--- src/stc_pkg.sv ---
// Package for the seconds-to-calendar splitter: operand codes of the shared
// subtract unit, fixed divisors and small calendar helper functions.
// No dependencies.
package stc_pkg;

  localparam int SECONDS_WIDTH_DEF = 34;

  localparam logic [16:0] SECS_PER_DAY = 17'd86400;
  localparam logic [11:0] SECS_PER_HOUR = 12'd3600;
  localparam logic [5:0]  SECS_PER_MIN = 6'd60;
  localparam logic [8:0]  YEARS_PER_ERA = 9'd400;
  localparam logic [24:0] SECS_PER_YEAR = 25'd31536000;
  localparam logic [24:0] SECS_PER_LEAP_YEAR = 25'd31622400;
  localparam logic [3:0]  MONTH_JAN = 4'd1;
  localparam logic [3:0]  MONTH_DEC = 4'd12;

  // configuration register indexes
  localparam logic CFG_EPOCH_YEAR = 1'b0;
  localparam logic CFG_ZONE_OFFSET = 1'b1;

  // operand select of the shared subtract unit
  typedef enum logic [2:0] {
    OP_ERA  = 3'd0,
    OP_DAY  = 3'd1,
    OP_HOUR = 3'd2,
    OP_MIN  = 3'd3,
    OP_VAR  = 3'd4
  } stc_op_t;

  // x mod 7 by folding 3-bit digits (8 = 1 mod 7)
  function automatic logic [2:0] mod7(input logic [10:0] x);
    logic [4:0] s1;
    logic [3:0] s2;
    s1 = 5'(x[2:0]) + 5'(x[5:3]) + 5'(x[8:6]) + 5'(x[10:9]);
    s2 = 4'(s1[2:0]) + 4'(s1[4:3]);
    if (s2 >= 4'd7) begin
      s2 = s2 - 4'd7;
    end
    return s2[2:0];
  endfunction

  function automatic logic [2:0] add_mod7(input logic [2:0] a, input logic [2:0] b);
    logic [3:0] s;
    s = 4'(a) + 4'(b);
    if (s >= 4'd7) begin
      s = s - 4'd7;
    end
    return s[2:0];
  endfunction

  // leap test on the year modulo 400
  function automatic logic is_leap(input logic [8:0] ymod);
    logic century;
    century = (ymod == 9'd100) || (ymod == 9'd200) || (ymod == 9'd300);
    return (ymod[1:0] == 2'b00) && !century;
  endfunction

  function automatic logic [4:0] month_len(input logic leap, input logic [3:0] month);
    logic [4:0] len;
    if (month inside {4'd4, 4'd6, 4'd9, 4'd11}) begin
      len = 5'd30;
    end else if (month == 4'd2) begin
      len = leap ? 5'd29 : 5'd28;
    end else begin
      len = 5'd31;
    end
    return len;
  endfunction

  // seconds in a month of the given length in days
  function automatic logic [21:0] month_secs(input logic [4:0] len);
    logic [21:0] s;
    case (len)
      5'd28:   s = 22'd2419200;
      5'd29:   s = 22'd2505600;
      5'd30:   s = 22'd2592000;
      default: s = 22'd2678400;
    endcase
    return s;
  endfunction

  // weekday (0 Monday) of January 1 of a year given modulo 400
  function automatic logic [2:0] jan1_wday(input logic [8:0] ymod);
    logic [9:0]  y;
    logic [2:0]  q100;
    logic [10:0] s;
    y = 10'(ymod) + 10'd399;
    q100 = 3'd3 + 3'(y >= 10'd400) + 3'(y >= 10'd500) + 3'(y >= 10'd600)
         + 3'(y >= 10'd700);
    s = 11'(y) + 11'(y[9:2]) - 11'(q100) + 11'(y >= 10'd400);
    return mod7(s);
  endfunction

endpackage

--- src/stc_alu.sv ---
// Shared subtract and compare unit of the seconds-to-calendar splitter.
// Selects the fixed divisor or a variable operand; depends on stc_pkg.
module stc_alu import stc_pkg::*; #(
  parameter int UW = 35
) (
  input  stc_op_t       op,
  input  logic [UW-1:0] a,
  input  logic [UW-1:0] var_b,
  output logic [UW-1:0] diff,
  output logic          ge
);

  logic [UW-1:0] b;
  logic [UW:0]   d;

  always_comb begin
    case (op)
      OP_ERA:  b = UW'(YEARS_PER_ERA);
      OP_DAY:  b = UW'(SECS_PER_DAY);
      OP_HOUR: b = UW'(SECS_PER_HOUR);
      OP_MIN:  b = UW'(SECS_PER_MIN);
      OP_VAR:  b = var_b;
      default: b = var_b;
    endcase
  end

  assign d    = {1'b0, a} - {1'b0, b};
  assign ge   = !d[UW];
  assign diff = d[UW-1:0];

endmodule

--- src/seconds_to_calendar_split_top.sv ---
// Top level of the seconds-to-calendar splitter: sequencer, working registers
// and output register around one shared subtract unit.
// Depends on stc_pkg and stc_alu.
//
// Usage: a seconds count since January 1 of epoch_year enters on the in_
// channel (valid/ready); one calendar result leaves on the out_ channel.
// cfg_we with cfg_index writes epoch_year (index 0) or zone_offset_hours
// (index 1, signed hours) from cfg_wdata; write only while idle.
// One transaction is worked on at a time; in_ready is high only when idle.
// Each step (era reduction, then the year, month, day, hour and minute loops)
// uses the one shared subtractor; for 34-bit counts the year loop dominates.
// The finished result sits in an output register; if the receiver stalls,
// the block still takes the next transaction and only waits at the end of
// that one until the register is free. Synchronous reset (rst_n low) clears
// the sequencer and output valid and sets epoch_year 1970, offset 0.
module seconds_to_calendar_split_top import stc_pkg::*; #(
  parameter int SECONDS_WIDTH = SECONDS_WIDTH_DEF
) (
  input  logic                     clk,
  input  logic                     rst_n,
  input  logic                     cfg_we,
  input  logic                     cfg_index,
  input  logic [11:0]              cfg_wdata,
  input  logic                     in_valid,
  output logic                     in_ready,
  input  logic [SECONDS_WIDTH-1:0] in_seconds_count,
  output logic                     out_valid,
  input  logic                     out_ready,
  output logic [11:0]              out_year,
  output logic [3:0]               out_month,
  output logic [4:0]               out_day_of_month,
  output logic [8:0]               out_day_of_year,
  output logic [4:0]               out_hour,
  output logic [5:0]               out_minute,
  output logic [5:0]               out_second,
  output logic [2:0]               out_weekday
);

  localparam int TW = SECONDS_WIDTH + 1;

  typedef enum logic [7:0] {
    S_IDLE  = 8'b0000_0001,
    S_ERA   = 8'b0000_0010,
    S_YEAR  = 8'b0000_0100,
    S_MONTH = 8'b0000_1000,
    S_DAY   = 8'b0001_0000,
    S_HOUR  = 8'b0010_0000,
    S_MIN   = 8'b0100_0000,
    S_FIN   = 8'b1000_0000
  } state_t;

  state_t state_r, state_nxt;

  logic [11:0]       epoch_r, epoch_nxt;
  logic signed [4:0] zone_r, zone_nxt;

  logic [TW-1:0] t_r, t_nxt;
  logic [4:0]    day_r, day_nxt;
  logic [11:0]   ymod_r, ymod_nxt;
  logic [11:0]   year_r, year_nxt;
  logic [3:0]    month_r, month_nxt;
  logic [8:0]    yday_r, yday_nxt;
  logic [4:0]    hour_r, hour_nxt;
  logic [5:0]    min_r, min_nxt;
  logic [5:0]    sec_r, sec_nxt;
  logic [2:0]    wd_r, wd_nxt;

  logic        out_valid_r, out_valid_nxt;
  logic [11:0] out_year_r, out_year_nxt;
  logic [3:0]  out_month_r, out_month_nxt;
  logic [4:0]  out_dom_r, out_dom_nxt;
  logic [8:0]  out_doy_r, out_doy_nxt;
  logic [4:0]  out_hour_r, out_hour_nxt;
  logic [5:0]  out_min_r, out_min_nxt;
  logic [5:0]  out_sec_r, out_sec_nxt;
  logic [2:0]  out_wd_r, out_wd_nxt;

  stc_op_t       alu_op;
  logic [TW-1:0] alu_a;
  logic [TW-1:0] alu_b;
  logic [TW-1:0] alu_diff;
  logic          alu_ge;

  logic signed [16:0] off_sec;
  logic signed [TW:0] sum;
  logic [TW-1:0]      t_load;
  logic               leap;
  logic [4:0]         mlen;

  stc_alu #(.UW(TW)) u_alu (
    .op   (alu_op),
    .a    (alu_a),
    .var_b(alu_b),
    .diff (alu_diff),
    .ge   (alu_ge)
  );

  assign off_sec = 17'(zone_r) * 17'sd3600;
  assign sum     = $signed({2'b00, in_seconds_count}) + (TW + 1)'(off_sec);
  assign t_load  = sum[TW] ? '0 : sum[TW-1:0];
  assign leap    = is_leap(ymod_r[8:0]);
  assign mlen    = month_len(leap, month_r);

  always_comb begin
    state_nxt     = state_r;
    epoch_nxt     = epoch_r;
    zone_nxt      = zone_r;
    t_nxt         = t_r;
    day_nxt       = day_r;
    ymod_nxt      = ymod_r;
    year_nxt      = year_r;
    month_nxt     = month_r;
    yday_nxt      = yday_r;
    hour_nxt      = hour_r;
    min_nxt       = min_r;
    sec_nxt       = sec_r;
    wd_nxt        = wd_r;
    out_valid_nxt = out_valid_r && !out_ready;
    out_year_nxt  = out_year_r;
    out_month_nxt = out_month_r;
    out_dom_nxt   = out_dom_r;
    out_doy_nxt   = out_doy_r;
    out_hour_nxt  = out_hour_r;
    out_min_nxt   = out_min_r;
    out_sec_nxt   = out_sec_r;
    out_wd_nxt    = out_wd_r;
    alu_op        = OP_VAR;
    alu_a         = '0;
    alu_b         = '0;

    if (cfg_we) begin
      case (cfg_index)
        CFG_EPOCH_YEAR:  epoch_nxt = cfg_wdata;
        CFG_ZONE_OFFSET: zone_nxt = $signed(cfg_wdata[4:0]);
        default:         epoch_nxt = epoch_r;
      endcase
    end

    case (state_r)
      S_IDLE: begin
        if (in_valid) begin
          t_nxt     = t_load;
          day_nxt   = '0;
          ymod_nxt  = epoch_r;
          year_nxt  = epoch_r;
          yday_nxt  = '0;
          hour_nxt  = '0;
          min_nxt   = '0;
          state_nxt = S_ERA;
        end
      end
      S_ERA: begin
        alu_op = OP_ERA;
        alu_a  = TW'(ymod_r);
        if (alu_ge) begin
          ymod_nxt = alu_diff[11:0];
        end else begin
          wd_nxt    = jan1_wday(ymod_r[8:0]);
          state_nxt = S_YEAR;
        end
      end
      S_YEAR: begin
        alu_op = OP_VAR;
        alu_a  = t_r;
        alu_b  = leap ? TW'(SECS_PER_LEAP_YEAR) : TW'(SECS_PER_YEAR);
        if (alu_ge) begin
          t_nxt    = alu_diff;
          year_nxt = year_r + 1'b1;
          ymod_nxt = (ymod_r == 12'd399) ? '0 : ymod_r + 1'b1;
          wd_nxt   = add_mod7(wd_r, leap ? 3'd2 : 3'd1);
        end else begin
          month_nxt = MONTH_JAN;
          state_nxt = S_MONTH;
        end
      end
      S_MONTH: begin
        alu_op = OP_VAR;
        alu_a  = t_r;
        alu_b  = TW'(month_secs(mlen));
        if (alu_ge && month_r != MONTH_DEC) begin
          t_nxt     = alu_diff;
          month_nxt = month_r + 1'b1;
          yday_nxt  = yday_r + 9'(mlen);
          wd_nxt    = add_mod7(wd_r, mod7(11'(mlen)));
        end else begin
          state_nxt = S_DAY;
        end
      end
      S_DAY: begin
        alu_op = OP_DAY;
        alu_a  = t_r;
        if (alu_ge) begin
          t_nxt    = alu_diff;
          day_nxt  = day_r + 1'b1;
          yday_nxt = yday_r + 1'b1;
        end else begin
          state_nxt = S_HOUR;
        end
      end
      S_HOUR: begin
        alu_op = OP_HOUR;
        alu_a  = t_r;
        if (alu_ge) begin
          t_nxt    = alu_diff;
          hour_nxt = hour_r + 1'b1;
        end else begin
          state_nxt = S_MIN;
        end
      end
      S_MIN: begin
        alu_op = OP_MIN;
        alu_a  = t_r;
        if (alu_ge) begin
          t_nxt   = alu_diff;
          min_nxt = min_r + 1'b1;
        end else begin
          sec_nxt   = t_r[5:0];
          state_nxt = S_FIN;
        end
      end
      S_FIN: begin
        if (!out_valid_r || out_ready) begin
          out_valid_nxt = 1'b1;
          out_year_nxt  = year_r;
          out_month_nxt = month_r;
          out_dom_nxt   = day_r + 5'd1;
          out_doy_nxt   = yday_r;
          out_hour_nxt  = hour_r;
          out_min_nxt   = min_r;
          out_sec_nxt   = sec_r;
          out_wd_nxt    = add_mod7(wd_r, mod7(11'(day_r)));
          state_nxt     = S_IDLE;
        end
      end
      default: begin
        state_nxt = S_IDLE;
      end
    endcase
  end

  always_ff @(posedge clk) begin
    if (!rst_n) begin
      state_r     <= S_IDLE;
      out_valid_r <= 1'b0;
      epoch_r     <= 12'd1970;
      zone_r      <= '0;
    end else begin
      state_r     <= state_nxt;
      out_valid_r <= out_valid_nxt;
      epoch_r     <= epoch_nxt;
      zone_r      <= zone_nxt;
    end
  end

  always_ff @(posedge clk) begin
    t_r         <= t_nxt;
    day_r       <= day_nxt;
    ymod_r      <= ymod_nxt;
    year_r      <= year_nxt;
    month_r     <= month_nxt;
    yday_r      <= yday_nxt;
    hour_r      <= hour_nxt;
    min_r       <= min_nxt;
    sec_r       <= sec_nxt;
    wd_r        <= wd_nxt;
    out_year_r  <= out_year_nxt;
    out_month_r <= out_month_nxt;
    out_dom_r   <= out_dom_nxt;
    out_doy_r   <= out_doy_nxt;
    out_hour_r  <= out_hour_nxt;
    out_min_r   <= out_min_nxt;
    out_sec_r   <= out_sec_nxt;
    out_wd_r    <= out_wd_nxt;
  end

  assign in_ready         = (state_r == S_IDLE);
  assign out_valid        = out_valid_r;
  assign out_year         = out_year_r;
  assign out_month        = out_month_r;
  assign out_day_of_month = out_dom_r;
  assign out_day_of_year  = out_doy_r;
  assign out_hour         = out_hour_r;
  assign out_minute       = out_min_r;
  assign out_second       = out_sec_r;
  assign out_weekday      = out_wd_r;

`ifndef SYNTHESIS
  a_state_onehot: assert property (@(posedge clk) disable iff (!rst_n)
    $onehot(state_r))
    else $error("sequencer state not one-hot");

  a_min_range: assert property (@(posedge clk) disable iff (!rst_n)
    (state_r == S_MIN) |-> (t_r < TW'(SECS_PER_HOUR)) && (hour_r < 5'd24))
    else $error("hour split left too large a remainder");

  a_era_range: assert property (@(posedge clk) disable iff (!rst_n)
    (state_r == S_YEAR || state_r == S_MONTH) |-> (ymod_r < 12'd400) && (wd_r < 3'd7))
    else $error("year modulo 400 or weekday out of range");

  a_month_secs: assert property (@(posedge clk) disable iff (!rst_n)
    (state_r == S_MONTH) |-> (t_r < TW'(SECS_PER_LEAP_YEAR)) && (month_r >= MONTH_JAN)
      && (month_r <= MONTH_DEC))
    else $error("month walk out of range");

  a_day_range: assert property (@(posedge clk) disable iff (!rst_n)
    (state_r == S_HOUR) |-> (t_r < TW'(SECS_PER_DAY)) && (day_r < 5'd31)
      && (yday_r < 9'd366))
    else $error("day walk out of range");

  a_fin_load: assert property (@(posedge clk) disable iff (!rst_n)
    (state_r == S_FIN && (!out_valid_r || out_ready)) |=> out_valid_r && (state_r == S_IDLE))
    else $error("finished result not loaded");
`endif

endmodule

--- config.mk ---
export PLATFORM = sky130hd
export DESIGN_NAME = seconds_to_calendar_split_top
export DESIGN_NICKNAME = d
export VERILOG_FILES = /design/src/stc_pkg.sv /design/src/stc_alu.sv /design/src/seconds_to_calendar_split_top.sv
export SDC_FILE = /design/constraint.sdc
export NUM_CORES = 1
export LEC_CHECK = 0
export ABC_CLOCK_PERIOD_IN_PS = 10070
export BUFFER_PORTS_ARGS = -buffer_cell sky130_fd_sc_hd__buf_2
export CAP_MARGIN = 0
export CORE_MARGIN = 2
export CORE_UTILIZATION = 33
export CTS_CLUSTER_SIZE = 10
export DETAILED_ROUTE_END_ITERATION = 8
export SLEW_MARGIN = 20
export SYNTH_ARGS = -nofsm -noshare
export SYNTH_HDL_FRONTEND = slang
export SYNTH_SLANG_ARGS = --single-unit
--- constraint.sdc ---
create_clock -name clk -period 10.07 [get_ports clk]
set_clock_uncertainty 0.05 [all_clocks]
set_input_delay 1.5105 -clock clk [delete_from_list [all_inputs] [get_ports clk]]
set_output_delay 1.5105 -clock clk [all_outputs]
set_load 0.1 [all_outputs]
# Word level (Yosys, flattened, before mapping)
# Index checks and enable logic that the tools add are counted.
[word_totals] reg_bits=173 inputBits=52 elab_cells=208
[classes] addsub=35 multipliers=1 n_lt_le_gt_ge=10 n_eq_ne=39 muxes=62 bitwise_logic=1 n_reduce_logical=38
[op_table] op="$mux W35" n=4
[op_table] op="$pmux W35 S3" n=1
[op_table] op="$pmux W25 S4" n=1
[op_table] op="$pmux W35 S2" n=1
[op_table] op="$mux W8" n=8
[op_table] op="$pmux W8 S8" n=1
[op_table] op="$mux W12" n=5
[op_table] op="$pmux W20 S3" n=1
[op_table] op="$pmux W25 S2" n=1
[op_table] op="$mux W3" n=13
[op_table] op="$add A35 B17 Y36" n=1
[op_table] op="$pmux W12 S3" n=1
[op_table] op="$sub A35 B25 Y36" n=1
[op_table] op="$mux W9" n=3
[op_table] op="$pmux W9 S3" n=1
[op_table] op="$add A12 B1 Y12 const B" n=2
[op_table] op="$ge A4 B3 Y1 const B" n=6
[op_table] op="$pmux W12 S2" n=1
[op_table] op="$ge A10 B10 Y1 const B" n=2
[op_table] op="$ge A10 B9 Y1 const B" n=2
[op_table] op="$ne A2 B2 Y1 const B" n=10
[op_table] op="$pmux W5 S2" n=2
[op_table] op="$mux W18" n=1
[op_table] op="$sub A3 B3 Y3 const B" n=6
[op_table] op="62 further kinds" n=111

# Depth between registers and ports, before layout
[logic_depth] ltp_word=22 depth_mapped=40

# Cells and area by module
# From an unflattened synthesis, not the netlist that was laid out.
[unflattened] cells_unflattened=1500 area_unflattened_um2=13988.4
[by_module_without_submodules] module="seconds_to_calendar_split_top" n_inst=1 cells_each=1171 area_per_inst_um2=11823.8 seq_area_each_um2=4934.7
[by_module_without_submodules] module="stc_alu" n_inst=1 cells_each=329 area_per_inst_um2=2164.6 seq_area_each_um2=0.0

# Worst setup path before layout
# Ideal clock, no wire load.
[synth_timing] path_type="flip-flop to flip-flop" from="reg ymod_r[0]" to="reg wd_r[2] (data pin)" arrival_ns=8.228 path_slack_ns=1.532 path_stages_with_launch=41 n_path_buf=0 period_less_slack_ns=8.538 cell_sequence="edfxtp_1 inv_1 ha_1 nor3b_1 nor2_1 nor2_1 xor2_1 ha_1 a41oi_1 o21ai_0 inv_1 fa_1 fa_1 inv_1 fa_1 ha_1 inv_1 fa_1 (+5 left out) xnor2_1 fa_1 fa_1 inv_1 ha_1 fa_1 xor2_1 ha_1 inv_1 fa_1 inv_1 ha_1 nor3b_1 o21ai_0 o31ai_1 o32a_1 o22ai_1 a21oi_1"
[synth_via] elab_chain_cells=19
[synth_rtl] item="from (decl)" line="seconds_to_calendar_split_top.sv:59" text="logic [11:0] ymod_r, ymod_nxt;"
[synth_rtl] item="from (signal assigned)" line="seconds_to_calendar_split_top.sv:258" text="ymod_r <= ymod_nxt;"
[synth_rtl] item="parallel branches: the longest is 18 deep, another holds $sub A11 B3 Y11"
[synth_rtl] item="$pmux W3 S3 *" line="seconds_to_calendar_split_top.sv:139" text="case (state_r)"
[synth_rtl] item="via wd_nxt[2]" line="seconds_to_calendar_split_top.sv:66" text="logic [2:0] wd_r, wd_nxt;"
[synth_rtl] item="to (signal assigned)" line="seconds_to_calendar_split_top.sv:265" text="wd_r <= wd_nxt;"
[synth_rtl] item="to (decl)" line="seconds_to_calendar_split_top.sv:66"
# Mark *: on every way through the listed nets, which the timed path passes. The select of a mux whose other input is x is not followed.
# A chain may end at the register's enable or synchronous reset.

# Worst setup path after layout
# Ends and elaborated chain as after synthesis.

==> results_tabular.tex <==
\begin{tabular}{lr}
\hline
Metric & Value \\
\hline
\multicolumn{2}{l}{\textbf{Status}} \\
\quad Run status & completed \\
\multicolumn{2}{l}{\textbf{CTS}} \\
\quad H-tree depth & 4 \\
\quad Post CTS Setup Buffer Count & 0 \\
\quad TritonCTS clock tree & yes \\
\quad Number of buffers inserted by hold repair at cts & 0 \\
\quad Root buffer cell & clkbuf\_16 \\
\quad Clk sinks & around 170 \\
\quad Clock buffer depth & 2 \\
\quad CTS clk-pin slew, worst paths & 0.08 ns \\
\quad Later-pin clock latency in the skew report & roughly 0.43 ns \\
\quad Number of buffers inserted during clock tree synthesis & 17 \\
\multicolumn{2}{l}{\textbf{Floorplan}} \\
\quad Core Rows & around 70 \\
\quad Die ar. & a little over 0.04 mm² \\
\quad Initial Utilization & about 34\% \\
\quad IO Pins & between 100 and 150 \\
\quad Width of the chip & between 200 and 250 µm \\
\quad DIE HEIGHT & 203 µm \\
\quad Core ar. & 0.0388 mm² \\
\multicolumn{2}{l}{\textbf{STA}} \\
\quad Final setup violation count & 0 \\
\quad Setup repair after global routing missed its margin & false \\
\quad Final slew viol count & 0 \\
\quad Final count of hold timing violations & 0 \\
\quad Maximum achievable frequency & 0.108 GHz \\
\quad Aggregate negative setup slack & 0 ns \\
\quad Clock period minus final worst setup slack & between 9 and 10 ns \\
\quad Slew headroom & around a third \\
\quad Final clock period utilization by the worst path & about nine tenths \\
\quad Slew of the pin with the lowest slew margin & 0.982 ns \\
\multicolumn{2}{l}{\textbf{Finish}} \\
\quad Share of cells above drive strength 1 & 11.7\% \\
\quad Area used by multi-input combinational logic & 0.00763 mm² \\
\quad Count of non-filler cells in the finished layout & 1964 \\
\quad Post-Layout Inst Area & 0.0147 mm² \\
\quad Fill cell instance count of the final layout & just under 4000 \\
\quad Area Overhead vs Synth & 13.1\% \\
\quad Antenna diode count & 0 \\
\quad Post-layout net count & 1647 \\
\quad Area used by sequential logic in the layout & 0.00493 mm² \\
\multicolumn{2}{l}{\textbf{Logic synthesis}} \\
\quad Mean area per synthesized cell & slightly below 10 µm² \\
\quad Syn Nets & 1555 \\
\quad Post-synthesis cell type with the largest combined area & edfxtp\_1 \\
\quad Cell types occupying the most area after synthesis & edfxtp\_1 34\%, ha\_1 13\%, xnor2\_1 4.8\% \\
\quad Flops \& latches, synth & 173 \\
\quad Share of async-settable or async-resettable flops after synthesis & 0\% \\
\quad Most numerous cell types in the synthesized netlist & 147 x edfxtp\_1, 138 x ha\_1, 131 x nand2\_1 \\
\quad EDFF count, synth & about 150 \\
\quad Number of instances in the synthesized netlist & approximately 1300 \\
\quad Post-synth cell types & 82 \\
\quad Most used DFF post-synth & edfxtp\_1 \\
\quad Netlist area before placement & 0.0130 mm² \\
\quad Most common cell in the netlist & edfxtp\_1 \\
\quad Synth warnings & 0 \\
\quad Seq/Total Area, Yosys & between 30\% and 40\% \\
\quad Share of the synthesized area in the top cell type & 33.9\% \\
\multicolumn{2}{l}{\textbf{Detailed routing}} \\
\quad Post-detailed-routing wire length & approximately 32 mm \\
\quad Average wire per cell in the routed design & 16.2 µm \\
\quad Total number of vias & a little over 10000 \\
\quad Number of iterations in the first detailed-routing pass & 6 \\
\quad Residual DRC count & 0 \\
\quad Ratio of routed vias to standard cells & 5.13 \\
\quad Antenna violation net count after detailed routing & 0 \\
\quad DRC marker count from the first detailed-route iteration & about 600 \\
\multicolumn{2}{l}{\textbf{Worst setup path}} \\
\quad Worst stage delay on the critical path & 0.55 ns \\
\quad FF-to-FF setup slack & between 0.8 and 0.9 ns \\
\quad Reg2reg path depth & 40 \\
\quad Reg-to-Reg End & wd\_r[2] \\
\quad Critical Path AT & between 9 and 10 ns \\
\quad Largest driver fanout on the critical path & 9 \\
\quad Capturing element type of the critical path & flip-flop \\
\quad Master of the slowest instance on the critical path & fa\_1 \\
\quad Reg-to-reg startpoint & ymod\_r[0] \\
\quad Crit path kind & flip-flop to flip-flop \\
\quad CP required & between 10 and 15 ns \\
\quad Setup crit start kind & flip-flop \\
\quad Most repeated library cell on the critical path & fa\_1 \\
\multicolumn{2}{l}{\textbf{Global routing}} \\
\quad Pin count of the biggest net entering global routing & 47 \\
\quad Global-route congestion overflow total & 0 \\
\quad Via count of the first global-routing pass & 10000 \\
\quad Wire length of the first global-routing pass & approximately 52 mm \\
\quad Initial antenna violation count & 2 \\
\quad Total routing usage reported by global routing & $\sim$16\% \\
\multicolumn{2}{l}{\textbf{Worst hold path}} \\
\quad Path class of the lowest-slack min-delay path & flip-flop to flip-flop \\
\quad Capture endpoint of the worst hold path & out\_second[4] \\
\quad Start point of the worst min-delay path & sec\_r[4] \\
\quad Depth of the worst hold-timing path & 0 \\
\multicolumn{2}{l}{\textbf{Placed design}} \\
\quad Global placement routability congestion & about 0.87 \\
\quad HPWL reported at the end of detailed placement & roughly 25 mm \\
\quad Placed Cells incl. Taps & between 1500 and 2000 \\
\quad Post-DP Area & between 0.01 and 0.015 mm² \\
\quad Port bufs & $\sim$100 \\
\multicolumn{2}{l}{\textbf{Flow run}} \\
\quad Max-cap violation count & 0 \\
\hline
\end{tabular}
==> worst max-delay path, delay by kind of cell, from the launching register on <==
| family | cells | cell delay (ns) |
|---|---|---|
| compound gates | 10 | 1.48 |
| flops | 1 | 0.54 |
| fa+ha+maj | 14 | 4.70 |
| buf+inv | 7 | 0.50 |
| simple gates | 6 | 0.99 |
| xor+xnor | 3 | 0.72 |
==> placed cells by master (no fill, tap or decap), types with 15 or more instances in the layout <==
cell and instances:
fa_1 24, nand2b_1 16, nor2_1 90, buf_2 103, o21ai_1 18, a21o_1 28
o21ai_0 51, clkbuf_16 17, edfxtp_1 147, xor2_1 53, nand3_1 44, xnor2_1 70
o22ai_1 24, and2_1 27, ha_1 138, a22o_1 15, a21oi_1 85, dfxtp_1 26
nand2_1 131, nor3_1 17, inv_1 92
==> what timing repair did <==
action / CTS / global route
endpoints found under the hold margin: 0 / 0
setup endpoints to repair: 0 / 2
resized for setup: 0 / 1
==> cell families (layout without fill, tap and decap cells) <==
family / Yosys count / after routing / share of synthesized area [%]
flops: 173 / 173 / 37.9
xor+xnor: 125 / 125 / 8.40
buf+inv: 135 / 240 / 4.04
simple gates: 405 / 405 / 15.2
mux: 8 / 8 / 0.643
fa+ha+maj: 162 / 162 / 16.9
compound gates: 333 / 333 / 16.9
==> worst max-delay path by stage <==
stage,from,to,cells past startpoint
2_1_floorplan,ymod_r[0],wd_r[2],40
3_3_place_gp,ymod_r[0],wd_r[2],40
3_5_place_dp,ymod_r[0],wd_r[2],40
4_1_cts,ymod_r[0],wd_r[2],40
5_1_grt,ymod_r[0],wd_r[0],40
6_report,ymod_r[0],wd_r[2],40
==> registers in the layout, indices dropped and copies added (netlist names), 6 cells and up <==
signal	count
epoch_r	12
min_r	6
out_day_of_year	9
out_minute	6
out_second	6
out_year	12
sec_r	6
state_r	8
t_r	35
yday_r	9
year_r	12
ymod_r	12
==> through the flow <==
stage	hold slack, ns	worst slack (ns)	util (%)
2_1_floorplan	0.350	1.53	-
3_3_place_gp	0.354	0.983	36.4
3_5_place_dp	0.355	0.698	36.4
4_1_cts	0.372	0.660	37.9
5_1_grt	0.382	0.0575	38.0
6_report	0.372	0.838	38.0
==> metal layers <==
layer,part of all wire [%],track usage [%],wire length [µm]
met5,0.022,0,7
met4,1.5,3.83,493
met3,3.8,2.04,1200
met2,47,26.4,14900
met1,48,21.7,15300
==> cell type report <==
| type | instances | share of cell area, % |
|---|---|---|
| Clock buffer | 19 | 2.94 |
| Inverter | 94 | 2.39 |
| Multi-Input combinational cell | 1033 | 51.7 |
| Tap cell | 518 | 4.40 |
| Timing Repair Buffer | 114 | 4.06 |
| Clock inverter | 13 | 1.04 |
| Sequential cell | 173 | 33.5 |
Power is left out: the tool's default activity adds up to more than one toggle a clock period on the data nets, which glitch-free logic cannot reach.
